File: src/hw/rtl/lrupr_pkg.sv
package lrupr_pkg;

    // build defaults
    localparam int MAX_ENTRIES_DEF = 16;
    localparam int PAGE_BITS_DEF   = 20;

    // fixed field widths
    localparam int SLOT_W = 4;
    localparam int CNT_W  = 32;
    localparam int CFG_W  = 5;

    // register port
    localparam int ADDR_W = 3;
    localparam int DATA_W = 32;

    // register index codes, taken from paddr[2]
    localparam logic REG_ACTIVE = 1'b0;

    localparam logic [CFG_W-1:0] ACTIVE_RESET = 5'd16;

    // controller -> datapath
    typedef struct packed {
        logic load;    // latch request, clear search
        logic issue;   // read one entry, advance index
        logic update;  // commit ages, fill slot, bump counters
    } t_cmd;

    // datapath -> controller
    typedef struct packed {
        logic last_issue;  // index on the read port is the last active slot
    } t_stat;

endpackage

File: src/hw/rtl/lrupr_ram.sv
module lrupr_ram #(
    parameter int WIDTH = 20,
    parameter int DEPTH = 16
) (
    input  logic                     i_clk,
    input  logic                     i_we,
    input  logic [$clog2(DEPTH)-1:0] i_waddr,
    input  logic [WIDTH-1:0]         i_wdata,
    input  logic [$clog2(DEPTH)-1:0] i_raddr,
    output logic [WIDTH-1:0]         o_rdata
);

    logic [WIDTH-1:0] r_mem [DEPTH];
    logic [WIDTH-1:0] r_rdata;

    always_ff @(posedge i_clk) begin
        if (i_we) begin
            r_mem[i_waddr] <= i_wdata;
        end
        r_rdata <= r_mem[i_raddr];
    end

    assign o_rdata = r_rdata;

endmodule

File: src/hw/rtl/lrupr_ctrl.sv
module lrupr_ctrl (
    input  logic            i_clk,
    input  logic            i_rst_n,
    input  logic            start,
    output logic            busy,
    output logic            o_done,
    output lrupr_pkg::t_cmd o_cmd,
    input  lrupr_pkg::t_stat i_stat
);
    import lrupr_pkg::*;

    typedef enum logic [1:0] {
        S_IDLE,
        S_ISSUE,
        S_WAIT,
        S_UPDATE
    } t_state;

    t_state r_state;
    logic   r_done;

    always_ff @(posedge i_clk) begin
        if (!i_rst_n) begin
            r_state <= S_IDLE;
            r_done  <= 1'b0;
        end else begin
            r_done <= (r_state == S_UPDATE);
            case (r_state)
                S_IDLE: begin
                    if (start) begin
                        r_state <= S_ISSUE;
                    end
                end
                S_ISSUE: begin
                    if (i_stat.last_issue) begin
                        r_state <= S_WAIT;
                    end
                end
                S_WAIT:   r_state <= S_UPDATE;  // last compare lands
                S_UPDATE: r_state <= S_IDLE;
                default:  r_state <= S_IDLE;
            endcase
        end
    end

    always_comb begin
        o_cmd.load   = (r_state == S_IDLE) && start;
        o_cmd.issue  = (r_state == S_ISSUE);
        o_cmd.update = (r_state == S_UPDATE);
    end

    assign busy   = (r_state != S_IDLE);
    assign o_done = r_done;

endmodule

File: src/hw/rtl/lrupr_dp.sv
module lrupr_dp #(
    parameter int MAX_ENTRIES = lrupr_pkg::MAX_ENTRIES_DEF,
    parameter int PAGE_BITS   = lrupr_pkg::PAGE_BITS_DEF
) (
    input  logic                           i_clk,
    input  logic                           i_rst_n,
    input  lrupr_pkg::t_cmd                i_cmd,
    output lrupr_pkg::t_stat               o_stat,
    input  logic [lrupr_pkg::CFG_W-1:0]    i_active,
    input  logic [PAGE_BITS-1:0]           i_page,
    output logic                           o_hit,
    output logic [lrupr_pkg::SLOT_W-1:0]   o_slot,
    output logic [lrupr_pkg::CNT_W-1:0]    o_faults,
    output logic [lrupr_pkg::CNT_W-1:0]    o_requests
);
    import lrupr_pkg::*;

    localparam int IW = $clog2(MAX_ENTRIES);
    localparam int NW = $clog2(MAX_ENTRIES + 1);
    localparam logic [IW-1:0] AGE_MAX = IW'(MAX_ENTRIES - 1);
    localparam logic [NW-1:0] N_MAX   = NW'(MAX_ENTRIES);

    // request context
    logic [PAGE_BITS-1:0] r_page;
    logic [NW-1:0]        r_n;
    logic [NW-1:0]        n_n;
    logic [IW-1:0]        r_rd_idx;

    // compare stage, one behind the read port
    logic                 r_cmp_vld;
    logic [IW-1:0]        r_cmp_idx;
    logic [PAGE_BITS-1:0] rd_page;

    // search results
    logic          r_hit;
    logic [IW-1:0] r_hit_idx;
    logic [IW-1:0] r_hit_age;
    logic          r_empty;
    logic [IW-1:0] r_empty_idx;
    logic [IW-1:0] r_best_age;
    logic [IW-1:0] r_best_idx;
    logic [IW-1:0] slot;

    // per-entry state
    logic          r_valid [MAX_ENTRIES];
    logic [IW-1:0] r_age   [MAX_ENTRIES];
    logic          n_valid [MAX_ENTRIES];
    logic [IW-1:0] n_age   [MAX_ENTRIES];

    logic          cur_valid;
    logic [IW-1:0] cur_age;

    logic [CNT_W-1:0] r_faults;
    logic [CNT_W-1:0] r_requests;
    logic             r_res_hit;
    logic [IW-1:0]    r_res_slot;
    logic [31:0]      slot_wide;

    // clamp active count to 1..MAX_ENTRIES
    always_comb begin
        if (i_active == '0) begin
            n_n = NW'(1);
        end else if (32'(i_active) > MAX_ENTRIES) begin
            n_n = N_MAX;
        end else begin
            n_n = NW'(i_active);
        end
    end

    assign o_stat.last_issue = ((NW'(r_rd_idx) + NW'(1)) == r_n);

    lrupr_ram #(
        .WIDTH (PAGE_BITS),
        .DEPTH (MAX_ENTRIES)
    ) u_page_ram (
        .i_clk   (i_clk),
        .i_we    (i_cmd.update && !r_hit),
        .i_waddr (slot),
        .i_wdata (r_page),
        .i_raddr (r_rd_idx),
        .o_rdata (rd_page)
    );

    assign cur_valid = r_valid[r_cmp_idx];
    assign cur_age   = r_age[r_cmp_idx];

    assign slot = r_hit ? r_hit_idx : (r_empty ? r_empty_idx : r_best_idx);

    always_ff @(posedge i_clk) begin
        if (i_cmd.load) begin
            r_page   <= i_page;
            r_n      <= n_n;
            r_rd_idx <= '0;
        end else if (i_cmd.issue) begin
            r_rd_idx <= r_rd_idx + IW'(1);
        end
        r_cmp_idx <= r_rd_idx;
    end

    always_ff @(posedge i_clk) begin
        if (!i_rst_n) begin
            r_cmp_vld <= 1'b0;
        end else begin
            r_cmp_vld <= i_cmd.issue;
        end
    end

    // running search; first hit, first empty, oldest with lowest index on ties
    always_ff @(posedge i_clk) begin
        if (i_cmd.load) begin
            r_hit      <= 1'b0;
            r_empty    <= 1'b0;
            r_best_age <= '0;
            r_best_idx <= '0;
        end else if (r_cmp_vld) begin
            if (!r_hit && cur_valid && (rd_page == r_page)) begin
                r_hit     <= 1'b1;
                r_hit_idx <= r_cmp_idx;
                r_hit_age <= cur_age;
            end
            if (!r_empty && !cur_valid) begin
                r_empty     <= 1'b1;
                r_empty_idx <= r_cmp_idx;
            end
            if (cur_age > r_best_age) begin
                r_best_age <= cur_age;
                r_best_idx <= r_cmp_idx;
            end
        end
    end

    // age update in every active entry at once
    always_comb begin
        for (int i = 0; i < MAX_ENTRIES; i++) begin
            n_valid[i] = r_valid[i];
            n_age[i]   = r_age[i];
            if (i_cmd.update && (NW'(i) < r_n)) begin
                if (IW'(i) == slot) begin
                    n_valid[i] = 1'b1;
                    n_age[i]   = '0;
                end else if (r_valid[i] && (!r_hit || (r_age[i] < r_hit_age))) begin
                    n_age[i] = (r_age[i] < AGE_MAX) ? r_age[i] + IW'(1) : AGE_MAX;
                end
            end
        end
    end

    always_ff @(posedge i_clk) begin
        if (!i_rst_n) begin
            for (int i = 0; i < MAX_ENTRIES; i++) begin
                r_valid[i] <= 1'b0;
                r_age[i]   <= '0;
            end
            r_faults   <= '0;
            r_requests <= '0;
        end else begin
            for (int i = 0; i < MAX_ENTRIES; i++) begin
                r_valid[i] <= n_valid[i];
                r_age[i]   <= n_age[i];
            end
            if (i_cmd.update) begin
                if (r_requests != '1) begin
                    r_requests <= r_requests + CNT_W'(1);
                end
                if (!r_hit && (r_faults != '1)) begin
                    r_faults <= r_faults + CNT_W'(1);
                end
            end
        end
    end

    always_ff @(posedge i_clk) begin
        if (i_cmd.update) begin
            r_res_hit  <= r_hit;
            r_res_slot <= slot;
        end
    end

    assign slot_wide  = 32'(r_res_slot);
    assign o_hit      = r_res_hit;
    assign o_slot     = slot_wide[SLOT_W-1:0];
    assign o_faults   = r_faults;
    assign o_requests = r_requests;

endmodule

File: src/hw/rtl/lru_page_replacement.sv
// LRU page store, fully associative, with least-recently-used replacement.
//
// Request channel: drive i_page_number and raise start; the transaction is
// taken at the clock edge where start is high and busy is low. One request
// is in flight at a time; busy stays high until its result is out.
// Result channel: o_done is high for exactly one cycle with o_hit, o_slot,
// o_fault_count and o_request_count valid; the receiver takes it in that
// cycle and cannot stall it.
// Sequence: with n the active entry count (clamped to 1..MAX_ENTRIES), the
// page tag RAM, whose single read port scans one entry per cycle, reads the
// n active entries in turn; then the last compare lands and the update
// commits ages, tag and counters. The result appears and busy drops in the
// same cycle, so a new request is taken only after the last one is through.
// Config: APB register 0 (address 0) is active_entries, reset value 16;
// write it only while busy is low. pready is tied high.
// Reset: synchronous, active low. Clears all valid bits, ages, counters and
// the controller; the page tag RAM itself is not cleared.
module lru_page_replacement #(
    parameter int MAX_ENTRIES = lrupr_pkg::MAX_ENTRIES_DEF,
    parameter int PAGE_BITS   = lrupr_pkg::PAGE_BITS_DEF
) (
    input  logic                          i_clk,
    input  logic                          i_rst_n,
    // request
    input  logic                          start,
    output logic                          busy,
    input  logic [PAGE_BITS-1:0]          i_page_number,
    // result
    output logic                          o_done,
    output logic                          o_hit,
    output logic [lrupr_pkg::SLOT_W-1:0]  o_slot,
    output logic [lrupr_pkg::CNT_W-1:0]   o_fault_count,
    output logic [lrupr_pkg::CNT_W-1:0]   o_request_count,
    // APB config
    input  logic                          psel,
    input  logic                          penable,
    input  logic                          pwrite,
    input  logic [lrupr_pkg::ADDR_W-1:0]  paddr,
    input  logic [lrupr_pkg::DATA_W-1:0]  pwdata,
    output logic [lrupr_pkg::DATA_W-1:0]  prdata,
    output logic                          pready
);
    import lrupr_pkg::*;

    logic [CFG_W-1:0] r_active;
    logic             cfg_wr;
    t_cmd             cmd;
    t_stat            stat;

    // config register; index taken from the word address bit
    assign pready = 1'b1;
    assign cfg_wr = psel && penable && pwrite && pready;

    always_ff @(posedge i_clk) begin
        if (!i_rst_n) begin
            r_active <= ACTIVE_RESET;
        end else if (cfg_wr && (paddr[2] == REG_ACTIVE)) begin
            r_active <= pwdata[CFG_W-1:0];
        end
    end

    assign prdata = (paddr[2] == REG_ACTIVE) ? DATA_W'(r_active) : '0;

    lrupr_ctrl u_ctrl (
        .i_clk   (i_clk),
        .i_rst_n (i_rst_n),
        .start   (start),
        .busy    (busy),
        .o_done  (o_done),
        .o_cmd   (cmd),
        .i_stat  (stat)
    );

    lrupr_dp #(
        .MAX_ENTRIES (MAX_ENTRIES),
        .PAGE_BITS   (PAGE_BITS)
    ) u_dp (
        .i_clk      (i_clk),
        .i_rst_n    (i_rst_n),
        .i_cmd      (cmd),
        .o_stat     (stat),
        .i_active   (r_active),
        .i_page     (i_page_number),
        .o_hit      (o_hit),
        .o_slot     (o_slot),
        .o_faults   (o_fault_count),
        .o_requests (o_request_count)
    );

`ifndef SYNTHESIS
    // result only shows once the controller is back to idle
    a_done_idle: assert property (@(posedge i_clk) disable iff (!i_rst_n)
        o_done |-> !busy)
        else $error("result strobe while busy");

    // an accepted request keeps the block busy next cycle
    a_accept_busy: assert property (@(posedge i_clk) disable iff (!i_rst_n)
        (start && !busy) |=> busy)
        else $error("request accepted but block not busy");

    // faults never outnumber requests
    a_count_order: assert property (@(posedge i_clk) disable iff (!i_rst_n)
        o_done |-> (o_fault_count <= o_request_count))
        else $error("fault count above request count");

    // a fault result always bumps the fault count unless saturated
    a_fault_bump: assert property (@(posedge i_clk) disable iff (!i_rst_n)
        (o_done && !o_hit && $past(o_fault_count) != '1)
            |-> (o_fault_count != $past(o_fault_count)))
        else $error("fault count did not advance on a miss");
`endif

endmodule

File: config.mk
export PLATFORM = sky130hd
export DESIGN_NAME = lru_page_replacement
export DESIGN_NICKNAME = d
export VERILOG_FILES = /design/src/hw/rtl/lrupr_pkg.sv /design/src/hw/rtl/lrupr_ram.sv /design/src/hw/rtl/lrupr_ctrl.sv /design/src/hw/rtl/lrupr_dp.sv /design/src/hw/rtl/lru_page_replacement.sv
export SDC_FILE = /design/constraint.sdc
export NUM_CORES = 1
export LEC_CHECK = 0
export BUFFER_PORTS_ARGS = -buffer_cell sky130_fd_sc_hd__buf_2
export CORE_MARGIN = 8
export CORE_UTILIZATION = 45
export DETAILED_ROUTE_END_ITERATION = 6
export PLACE_DENSITY = 0.59
export RECOVER_POWER = 25
export SLEW_MARGIN = 20
export SYNTH_ARGS = -nofsm -noshare
export SYNTH_HDL_FRONTEND = slang
export SYNTH_SLANG_ARGS = --single-unit
File: constraint.sdc
create_clock -name i_clk -period 10.45 [get_ports i_clk]
set_input_delay 2.09 -clock i_clk [delete_from_list [all_inputs] [get_ports i_clk]]
set_output_delay 2.09 -clock i_clk [all_outputs]
set_load 0.02 [all_outputs]
# Yosys cells after proc, flatten, opt, wreduce, memory -nomap -nowiden
# Memory sizes are Yosys's and may differ from the RTL's. A register that Yosys moved wholly into a read port is not among the register bits.
# Index checks and enable logic that the tools add are counted.
# classes
addsub,20
magnitude_cmp,50
n_eq_ne,24
n_mux,139
bitwise,34
reduce_logical,73
# op_table
operator,n
$mux W4,82
$add A4 B1 Y4 const B,17
$add A32 B1 Y32 const B,2
$lt A4 B4 Y1,16
$lt A4 B4 Y1 const B,16
$ne A32 B32 Y1 const B,2
$mux W1,52
$logic_and A1 B1 Y1,41
$lt A4 B5 Y1 const A,8
$eq A4 B4 Y1 const A,8
$or A1 B1 Y1,32
$eq A20 B20 Y1,1
$lt A3 B5 Y1 const A,4
$eq A3 B4 Y1 const A,4
$logic_or A1 B1 Y1,16
$reduce_and A2 Y1,6
$lt A1 B5 Y1 const A,2
$lt A2 B5 Y1 const A,2
$mux W5,2
$eq A2 B4 Y1 const A,2
$pmux W2 S4,1
$reduce_and A3 Y1,2
$add A4 B1 Y5 const B,1
$eq A5 B5 Y1,1
other kinds (14),20
# word_totals
register_bits,133
mem_bits_rw,400
out_inout_bits,104
word_cells,363
mem_count,3
# memory_table
memory,depth,width,rd,rd_clocked_by_memory_dff,wr,line,source
u_dp.u_page_ram.r_mem,16,20,1,1,1,lrupr_ram.sv:13,logic [WIDTH-1:0] r_mem [DEPTH];
u_dp.r_age,16,4,17,1,16,lrupr_dp.sv:46,logic [IW-1:0] r_age [MAX_ENTRIES];
u_dp.r_valid,16,1,17,1,16,lrupr_dp.sv:45,logic r_valid [MAX_ENTRIES];

# Depth between registers and ports, before layout
# An unclocked memory read counts as a cell.
# logic_depth
depth_word,8
depth_mapped,12
ltp_nobuf,9

# Modules after synthesis
# From an unflattened synthesis, not the netlist that was laid out.
# hier_totals
hier_cells,1843
area_unflattened_um2,24666.2
# modules_own_cells
mod,n_inst,cells_each,area_per_inst_um2,seq_area_each_um2
lrupr_ram,1,533,12530.8,10009.6
lrupr_dp,1,1231,11457.2,4614.4
lru_page_replacement,1,58,479.2,100.1
lrupr_ctrl,1,21,198.9,60.1

# Worst setup path before layout
# Ideal clock, no wire load.
# synth_path
kind,in2out
start,input paddr[2] (netlist name)
end,output prdata[0] (netlist name)
arrival_ps,2394
required_time_ps,8360
path_slack_ps,5966
stages,1
n_path_buf,0
path_cell_list,nor2b_1
# synth_between
elab_chain_cells,1
# synth_lines
item,line,source
from (decl),lru_page_replacement.sv:38,"input logic [lrupr_pkg::ADDR_W-1:0] paddr,"
$mux W5,lru_page_replacement.sv:62,assign prdata = (paddr[2] == REG_ACTIVE) ? DATA_W'(r_active) : '0;
to (decl),lru_page_replacement.sv:40,"output logic [lrupr_pkg::DATA_W-1:0] prdata,"
# Every way passes these cells.

# Worst setup path in the final report
# Ends and elaborated chain as after synthesis.

==> impl_metrics.csv <==
group,metric,value,unit
timing,worstMarginPinSlew,1.05,ns
placed_design,place_area,26300,sq um
die,start_util,0.455,
worst_setup_path,cp_top_family,"buffers and inverters",
grt,grt_pass1_wl,97200,um
grt,grt_util_all_layers,0.194,
clock_network,clock_sinks,553,
detailed_routing,dr_total_vias,16600,
detailed_routing,dr.pass1.iters,5,
synth,synth_compound_area_frac,0.0984,
synth,syn_area_per_cell,13.4,sq um
power,switching_power,1.54,mW
timing,min_period,4.59,ns
worst_setup_path,cp-start-kind,"primary input",
detailed_routing,first_iter_violations,1339,
placed_design,gp_congestion,0.844,
synth,synth_warnings,0,
grt,grt_max_degree,74,
timing,setup_violations,0,
detailed_routing,wirelength,63000,um
power,p_sw_frac,0.266,
worst_setup_path,cp.buffers_inverters,2,
power,seqPwrFrac,0.463,
timing,rsz0062_at_grt,"no",
synth,synth_top_family_by_area,"multiplexers",
power,power.share.clock,0.390,
synth,synthAdderAreaFrac,0.0389,
synth,synth.distinct_cells,67,
worst_setup_path,cpMaxStageDelayCell,"buf_2",
finish,synthToLayoutAreaGrowth,13.5,%
power,internal-power,4.27,mW
synth,synth_edf_count,371,
timing,max_slew_margin,0.302,
finish,finish.instance_area,28500,sq um
synth,synth.area.mux_share,0.117,
clock_network,cts_inserted_buffers,59,
synth,synth-simple-area-share,0.110,
clock_network,clock_latency,0.62,ns
finish,nNetsFinal,2111,
worst_setup_path,cp-end-kind,"output pin",
timing,fmax,218,MHz
synth,async_flop_share,0,
timing,period_share,0.439,
synth,synth_area,25100,sq um
die,dieArea,63500,sq um
worst_setup_path,path_cells,"buf_2, nor2b_1, buf_2",
outcome,status,"complete, no violations",
flow_run,maxCapViolations,0,
synth,syn_inst,1868,
power,pwr_density_cell,204,nW/um^2
finish,final_cell_mix,"371 x edfxtp_1, 179 x dfxtp_1, 120 x mux4_2, 106 x buf_2, 102 x nand2_1",
die,core_area,55100,sq um
placed_design,io_buffers,107,
timing,hold_viol_final,0,
worst_setup_path,cp_data_required_time,8.36,ns
synth,synth_ff_type,"edfxtp_1",
power,vdd_drop_max,0.000156,V
synth,synth_area_leaders,"edfxtp_1 44%, dfxtp_1 15%, mux4_2 11%",
clock_network,root_buffer,"clkbuf_16",
power,leakagePower,9.62,nW
clock_network,cts_setup_buffers,0,
detailed_routing,ant_nets,0,
timing,drv_slew,0,
synth,yosysSeqAreaShare,0.590,
timing,tns,0,ns
finish,fin_util,0.516,
synth,synth_area_leader_cell,"edfxtp_1",
grt,antenna_found_initial,0,
grt,globalRoute.totalOverflow,0,
finish,diodes,0,
clock_network,cts_resized,0,
worst_setup_path,critPathMostFrequentCell,"buf_2",
finish,drive_gt1_frac,0.196,
clock_network,clockBufferDepth,3,
die,fp.dieH,252,um
die,num_rows,86,
detailed_routing,wire_per_inst,22.7,um
clock_network,clkTransAtPathRegs,0.06,ns
grt,grt_pass1_vias,16600,
die,pin_count,165,
worst_setup_path,path_class,"primary input to output pin",
die,die_w,252,um
clock_network,hold_buffers,0,
power,total_power,5.81,mW
synth,synth_seq_cells,553,
min_path,holdCritPathClass,"flop to flop",
finish,final_common_cell,"edfxtp_1",
timing,skew,0.0187,ns
detailed_routing,detail_route.vias_per_cell,5.99,
power,pwr-share-comb,0.146,
placed_design,dp_hpwl,38000,um
worst_setup_path,critPathMaxStageDelay,0.17,ns
synth,synth_top_area_frac,0.444,
detailed_routing,drc_errors,0,
synth,synthXorXnorAreaFrac,0.0147,
clock_network,h-tree-depth,2,
clock_network,cts_tree,"yes",
worst_setup_path,arrival,2.50,ns
worst_setup_path,crit_fanout,6,
[final timing paths]
kind / startpoint / end / slack, ns / cells past startpoint
worst max-delay path: paddr[2] / prdata[0] / 5.86 / 3
worst min-delay path: u_dp.r_rd_idx[2] / u_dp.r_cmp_idx[2] / 0.41 / 0
worst max register to register: u_dp.r_hit / u_dp.u_page_ram.r_mem[9][14] / 7.12 / 5
worst min register to register: u_dp.r_rd_idx[2] / u_dp.r_cmp_idx[2] / 0.41 / 0
[cell families (layout without fill, tap and decap cells)]
| group | after synthesis | in the layout |
|---|---|---|
| XOR/XNOR | 42 | 42 |
| flip-flops | 553 | 553 |
| buffers and inverters | 175 | 303 |
| adder cells (fa/ha/maj) | 78 | 78 |
| other | 2 | 28 |
| AO/OA/AOI/OAI | 354 | 354 |
| multiplexers | 144 | 144 |
| AND/OR/NAND/NOR | 520 | 520 |
[area by class of cell]
cell class	count	area [sq um]
Clock buffer	62	1500
Clock inverter	49	612
Fill cell	4690	26600
Inverter	57	214
Multi-Input combinational cell	1166	9650
Sequential cell	553	14800
Tap cell	748	936
Timing Repair Buffer	135	748
[synthesized netlist by cell type (31+ instances only)]
cell type and n:
nand4_1 60, or4_1 31, ha_1 78, o31ai_1 41, inv_1 53, dfxtp_1 182, xnor2_1 33, o21ai_0 43
a21oi_1 70, edfxtp_1 371, nand2_1 102, nor2_1 101, clkbuf_1 62, nand3_1 75, mux4_2 120
[through the flow]
step	setup slack, ns	hold slack [ns]	std cells
floorplan	5.97	0.329	1894
global placement	5.86	0.407	2659
detailed placement	5.85	0.405	2659
CTS	5.85	0.414	2770
global route	5.80	0.432	2770
finish	5.86	0.413	2770
[flip-flops by register name, summed over array words and instances, names as in the netlist, 5 cells and up]
register / cells
r_active: 5
u_dp.o_faults: 32
u_dp.o_requests: 32
u_dp.r_age: 64
u_dp.r_n: 5
u_dp.r_page: 20
u_dp.r_valid: 16
u_dp.u_page_ram.o_rdata: 20
u_dp.u_page_ram.r_mem: 320
[metal layers]
metal | GRT usage | vias to the layer above | share of wire
met5 | 0 | - | 0
met4 | 0.0552 | 0 | 0.022
met3 | 0.0325 | 108 | 0.059
li1 | - | 7579 | -
met1 | 0.264 | 8356 | 0.44
met2 | 0.321 | 540 | 0.48
[power groups by stage]
stage	sequential (mW)	clock, mW	combinational [mW]
floorplan	2.63	0	0.700
global placement	2.74	0	0.847
detailed placement	2.74	0	0.855
CTS	2.70	2.31	0.859
global route	2.72	2.39	0.917
finish	2.69	2.27	0.851
(Power assumes the default switching activity.)
